`config.mk`:
```
export PLATFORM = sky130hd
export DESIGN_NAME = r2p_mag
export DESIGN_NICKNAME = d
export VERILOG_FILES = /design/src/design/r2p_pkg.sv /design/src/design/r2p_mag.sv
export SDC_FILE = /design/constraint.sdc
export NUM_CORES = 2
export LEC_CHECK = 0
export BUFFER_PORTS_ARGS = -buffer_cell sky130_fd_sc_hd__buf_2
export CELL_PAD_IN_SITES_DETAIL_PLACEMENT = 1
export CELL_PAD_IN_SITES_GLOBAL_PLACEMENT = 2
export CORE_ASPECT_RATIO = 1.25
export CORE_UTILIZATION = 45
export DETAILED_ROUTE_END_ITERATION = 16
export PLACE_DENSITY_LB_ADDON = 0.05
export SLEW_MARGIN = 25
export SYNTH_ARGS = -nofsm -noshare
export SYNTH_HDL_FRONTEND = slang
export SYNTH_SLANG_ARGS = --single-unit
```
`constraint.sdc`:
```
create_clock -name clk_i -period 10 [get_ports clk_i]
set_input_delay 1 -clock clk_i [delete_from_list [all_inputs] [get_ports clk_i]]
set_output_delay 1 -clock clk_i [all_outputs]
set_load 0.02 [all_outputs]
```
`src/design/r2p_pkg.sv`:
```
`default_nettype none

package r2p_pkg;

  localparam int COORD_WIDTH_DEF    = 16;
  localparam int ROTATION_STEPS_DEF = 16;

  localparam int MAG_W     = 16;
  localparam int ANG_OUT_W = 15;

  // datapath of the rotation stages, coordinates scaled to bit 59
  localparam int XY_W        = 63;
  localparam int SCALE_TOP   = 60;
  localparam int ANG_W       = 40;
  localparam int ANG_FRAC    = 24;
  localparam int FULL_TURN   = 23040;
  localparam int HALF_TURN   = 11520;
  localparam int QUARTER_DEG = 2880;

  localparam longint unsigned DEG_NUM = 64'd381335040;
  localparam longint unsigned PI_DEN  = 64'd103993;

  localparam logic signed [ANG_W-1:0] HALF_TURN_FIX =
    ANG_W'(longint'(HALF_TURN) << ANG_FRAC);
  localparam logic signed [ANG_W-1:0] FULL_TURN_FIX =
    ANG_W'(longint'(FULL_TURN) << ANG_FRAC);
  localparam logic [ANG_W-1:0] ROUND_HALF = ANG_W'(longint'(1) << (ANG_FRAC - 1));

  // stages after the input register, excluding padding
  localparam int MAG_EXTRA    = 3;
  localparam int CORDIC_EXTRA = 3;

  // atan(2^-idx) in 2^-24 units of 1/64 degree
  function automatic longint unsigned rot_angle(input int unsigned idx);
    longint unsigned rad;
    longint unsigned num;
    longint unsigned quo;
    longint unsigned rem_v;
    longint unsigned dvs;
    longint unsigned prod;
    int unsigned     k;
    int unsigned     p;
    int              b;
    if (idx == 0) begin
      return longint'(QUARTER_DEG) << ANG_FRAC;
    end
    rad = 64'd0;
    for (k = 0; k < 64; k++) begin
      p = idx * (2 * k + 1);
      if (p <= 36) begin
        num   = 64'd1 << (36 - p);
        dvs   = longint'(2 * k + 1);
        quo   = 64'd0;
        rem_v = 64'd0;
        for (b = 36; b >= 0; b--) begin
          rem_v = (rem_v << 1) | ((num >> b) & 64'd1);
          if (rem_v >= dvs) begin
            rem_v = rem_v - dvs;
            quo   = quo | (64'd1 << b);
          end
        end
        if (k[0]) begin
          rad = rad - quo;
        end else begin
          rad = rad + quo;
        end
      end
    end
    prod = (rad * DEG_NUM) / PI_DEN;
    return (prod + 64'd2048) >> 12;
  endfunction

endpackage

`default_nettype wire

```
`src/design/r2p_mag.sv`:
```
`default_nettype none

module r2p_mag
  import r2p_pkg::*;
#(
  parameter int COORD_WIDTH = COORD_WIDTH_DEF,
  parameter int LAT         = COORD_WIDTH + MAG_EXTRA
) (
  input  wire logic                          clk_i,
  input  wire logic                          en_i,
  input  wire logic signed [COORD_WIDTH-1:0] x_i,
  input  wire logic signed [COORD_WIDTH-1:0] y_i,
  output logic             [MAG_W-1:0]       magnitude_o
);

  localparam int W   = COORD_WIDTH;
  localparam int SW  = 2 * W;
  localparam int RW  = W + 2;
  localparam int PAD = LAT - (W + MAG_EXTRA);

  logic [W-1:0]  ax, ay;
  logic [SW-1:0] ax2_q, ay2_q;
  logic [SW-1:0] s_q    [W];
  logic [RW-1:0] rem_q  [W];
  logic [W-1:0]  root_q [W];
  logic          rnd;
  logic [W:0]    mag_d;
  logic [MAG_W-1:0] mag_q;

  assign ax = x_i[W-1] ? W'(-x_i) : W'(x_i);
  assign ay = y_i[W-1] ? W'(-y_i) : W'(y_i);

  always_ff @(posedge clk_i) begin
    if (en_i) begin
      ax2_q  <= SW'(ax) * SW'(ax);
      ay2_q  <= SW'(ay) * SW'(ay);
      s_q[0] <= ax2_q + ay2_q;
    end
  end

  // one root bit per stage
  for (genvar k = 0; k < W; k++) begin : g_root
    localparam int J = W - 1 - k;
    logic [RW-1:0] rem_in;
    logic [W-1:0]  root_in;
    logic [RW-1:0] rem_sh;
    logic [RW-1:0] trial;

    if (k == 0) begin : g_first
      assign rem_in  = '0;
      assign root_in = '0;
    end else begin : g_next
      assign rem_in  = rem_q[k-1];
      assign root_in = root_q[k-1];
    end

    assign rem_sh = {rem_in[RW-3:0], s_q[k][2*J+1 -: 2]};
    assign trial  = {root_in, 2'b01};

    always_ff @(posedge clk_i) begin
      if (en_i) begin
        if (rem_sh >= trial) begin
          rem_q[k]  <= rem_sh - trial;
          root_q[k] <= {root_in[W-2:0], 1'b1};
        end else begin
          rem_q[k]  <= rem_sh;
          root_q[k] <= {root_in[W-2:0], 1'b0};
        end
      end
    end

    if (k < W - 1) begin : g_carry
      always_ff @(posedge clk_i) begin
        if (en_i) begin
          s_q[k+1] <= s_q[k];
        end
      end
    end
  end

  // round to nearest
  assign rnd   = rem_q[W-1] > RW'(root_q[W-1]);
  assign mag_d = (W + 1)'(root_q[W-1]) + (W + 1)'(rnd);

  always_ff @(posedge clk_i) begin
    if (en_i) begin
      mag_q <= MAG_W'(mag_d);
    end
  end

  if (PAD > 0) begin : g_pad
    logic [MAG_W-1:0] pad_q [PAD];
    always_ff @(posedge clk_i) begin
      if (en_i) begin
        pad_q[0] <= mag_q;
        for (int p = 1; p < PAD; p++) begin
          pad_q[p] <= pad_q[p-1];
        end
      end
    end
    assign magnitude_o = pad_q[PAD-1];
  end else begin : g_nopad
    assign magnitude_o = mag_q;
  end

endmodule

`default_nettype wire

```
==> metrics.yaml <==
sta:
  maxSlewHeadroom_pct: 30.1
  setup_viol: 0
  setup_tns_ns: 0
  hold_ws_ns: 0.415
  slew_violations: 0
  tightestPinTransition_ns: 1.04
  fin_crit_sh_pct: 86.3
  finClkSkew_ns: 0.0371
  min_period_ns: 8.63
  rsz0062_at_grt: "false"
  max_freq_ghz: 0.116
  hold_viol_final: 0
route:
  postRouteWirelength_um: 114000
  drt_iter0_drc: 1414
  wire_per_inst_um: 19.3
  vias: 30900
  dr.pass1.iters: 4
  drcViolationCount: 0
  routed_via_density: 5.22
  drt.antenna.violating_nets: 0
worst_setup_path:
  critPathCapture: "ay2_q[30]$_DFFE_PP_"
  endpoint_kind: "register"
  cp.arrival_ns: 9.03
  r2r_setup_slack_ns: 6.27
  crit_fanout: 17
  r2r_end: "rem_q[1][31]$_DFFE_PP_"
  slowest_stage: "xor2_1"
  reg2reg_depth: 10
  crit_required_ns: 10.39
  slowest_delay_ns: 0.74
  crit_path_start: "y_i[0]"
  r2r-start: "root_q[1][5]$_DFFE_PP_"
  start_kind: "primary input"
  critical_path_class: "primary input to register"
  crit_path_frequent_cell: "fa_1"
place:
  place.gp.congestion: 0.840
  dp_hpwl_um: 90600
  io_buffers: 49
synth:
  ys.flop_type: "edfxtp_1"
  syn_inst: 4330
  yosysUniqueCellTypes: 80
  ys_seq_elements: 728
  netlist_top_cells_area: "edfxtp_1 (45%), fa_1 (14%), ha_1 (10%)"
  yosys_warnings: 0
  syn_area_per_cell_sq_um: 11.2
  synth_edf_count: 727
  async_reset_ff_share_pct: 0
  synth_top_area_share_pct: 44.8
  ys_seq_area_share_pct: 44.9
  synth_area_sq_um: 48700
  synth.largest_area_cell: "edfxtp_1"
global_routing:
  grt_pass1_vias: 34000
  gr-total-overflow: 0
  grt_first_pass_wirelength_um: 182000
  grt_antenna_before_repair: 0
  grt_usage_pct: 21.5
  grt_max_degree: 175
die:
  die_y_um: 370
  placementRows: 134
  core-area_sq_um: 107000
  dieArea_sq_um: 110000
  initial_core_util_pct: 45.5
  io_pins: 50
  die_x_um: 296
job:
  timing.max_cap.violations: 0
min_path:
  min_from: "s_q[1][37]$_DFFE_PP_"
  min_path_type: "register to register"
final_layout:
  antenna_cells: 0
  final_layout_size_suffix_gt1_share_pct: 6.35
  area_growth_pct: 9.55
  nNetsFinal: 5188
clock_tree:
  cts_buffer_depth: 3
  clk_latency_ns: 0.67
  cts_root_buf: "clkbuf_16"
  ctsResizeCount: 0
  path_clk_slew_ns: 0.06
  cts_tree: "done"
  postCtsHoldBufs: 0
  numCtsBuffers: 79
  numClockSinks: 728
  cts_setup_buffers: 0
  htree_levels: 3
outcome:
  status: "finished, final reports clean"
## routing by layer
layer / vias to the layer above / track usage, % / wire length [um]
met2: 276 / 43.5 / 66000
met1: 15500 / 22.8 / 43100
met5: - / 0 / 0
met4: 0 / 6.61 / 2790
li1: 15000 / - / -
met3: 145 / 1.99 / 2240
## state kept, by name, indices dropped and copies added, names as in the netlist
signal and cells:
s_q 272, ax2_q 31, rem_q 242, root_q 136, magnitude_o 16, ay2_q 31
## logic make-up after synthesis
group                      count (synthesis)  synth area share [%]
xor gates and xnor gates                 305                  5.53
and+or+nand+nor                         1034                  9.91
adders and majority gates                727                  23.8
muxes                                     30                 0.676
buffers and inverters                    785                  6.10
DFF                                      728                  44.9
AOI/OAI and AO/OA                        719                  9.14
other                                      2                0.0154
## how the worst min path moves through the flow
stage | endpoint | depth (start not counted)
after floorplan | s_q[0][100]$_DFFE_PP_ | 0
final | s_q[1][69]$_DFFE_PP_ | 0
after global routing | s_q[0][211]$_DFFE_PP_ | 0
after global placement | s_q[0][79]$_DFFE_PP_ | 0
after detailed placement | s_q[0][176]$_DFFE_PP_ | 0
after CTS | s_q[1][69]$_DFFE_PP_ | 0
## worst max-delay path, delay by kind of cell
| family | cells | cell delay, ns |
|---|---|---|
| compound gates | 6 | 1.40 |
| xor+xnor | 2 | 0.83 |
| fa+ha+maj | 8 | 3.57 |
| buf+inv | 6 | 0.94 |
| simple gates | 5 | 1.28 |
## through the flow
step           cells  worst slack, ns  instance area, sq um  utilization, %
6_report        5917             1.37                 53300            49.9
5_1_grt         5917            0.817                 53300            49.9
4_1_cts         5916             1.38                 53300            49.8
3_5_place_dp    5773            0.678                 50800            47.5
3_3_place_gp    5773            0.870                 50800            47.5
2_1_floorplan   4351             1.64                 48800               -
## area by class of cell
cell class,count,area (sq um)
clock inverters,47,418
repair buffers,91,616
well taps,1428,1790
clock buffers,96,2100
fillers,11500,53600
inverters,689,2590
multi-input cells,2838,24000
flip-flops and latches,728,21900
## cells in the mapped netlist, types with 10 or more instances
cell type  instances
a211oi_1          26
a21o_1            86
a21oi_1          215
a31oi_1           14
and2_1            15
and3_1            15
buf_2             12
clkbuf_1          82
edfxtp_1         727
fa_1             329
ha_1             398
inv_1            668
inv_2             17
mux2_2            23
nand2_1          349
nand2b_1          42
nand3_1           60
nand4_1           27
nor2_1           296
nor2b_1           40
nor3_1            72
nor4_1            24
o211ai_1          10
o21a_1            52
o21ai_0          184
o21ai_1           22
o21bai_1          13
o31ai_1           18
or2_2             14
or3_1             25
xnor2_1          173
xor2_1           129
## cell usage in the layout, fill, tap and decap left out, types with 27 or more instances in the layout
cell type,n
nand2b_1,42
buf_2,48
nor3_1,72
xnor2_1,172
o21a_1,52
fa_1,329
nand2_1,349
xor2_1,129
clkbuf_16,82
nor2_1,295
ha_1,398
nor2b_1,40
inv_1,668
edfxtp_1,727
nand3_1,60
nand4_1,27
a21o_1,86
buf_4,39
o21ai_0,184
a21oi_1,215
Power is not shown: default switching activity piles up to over one toggle a cycle in this logic, so the estimate is an artifact.
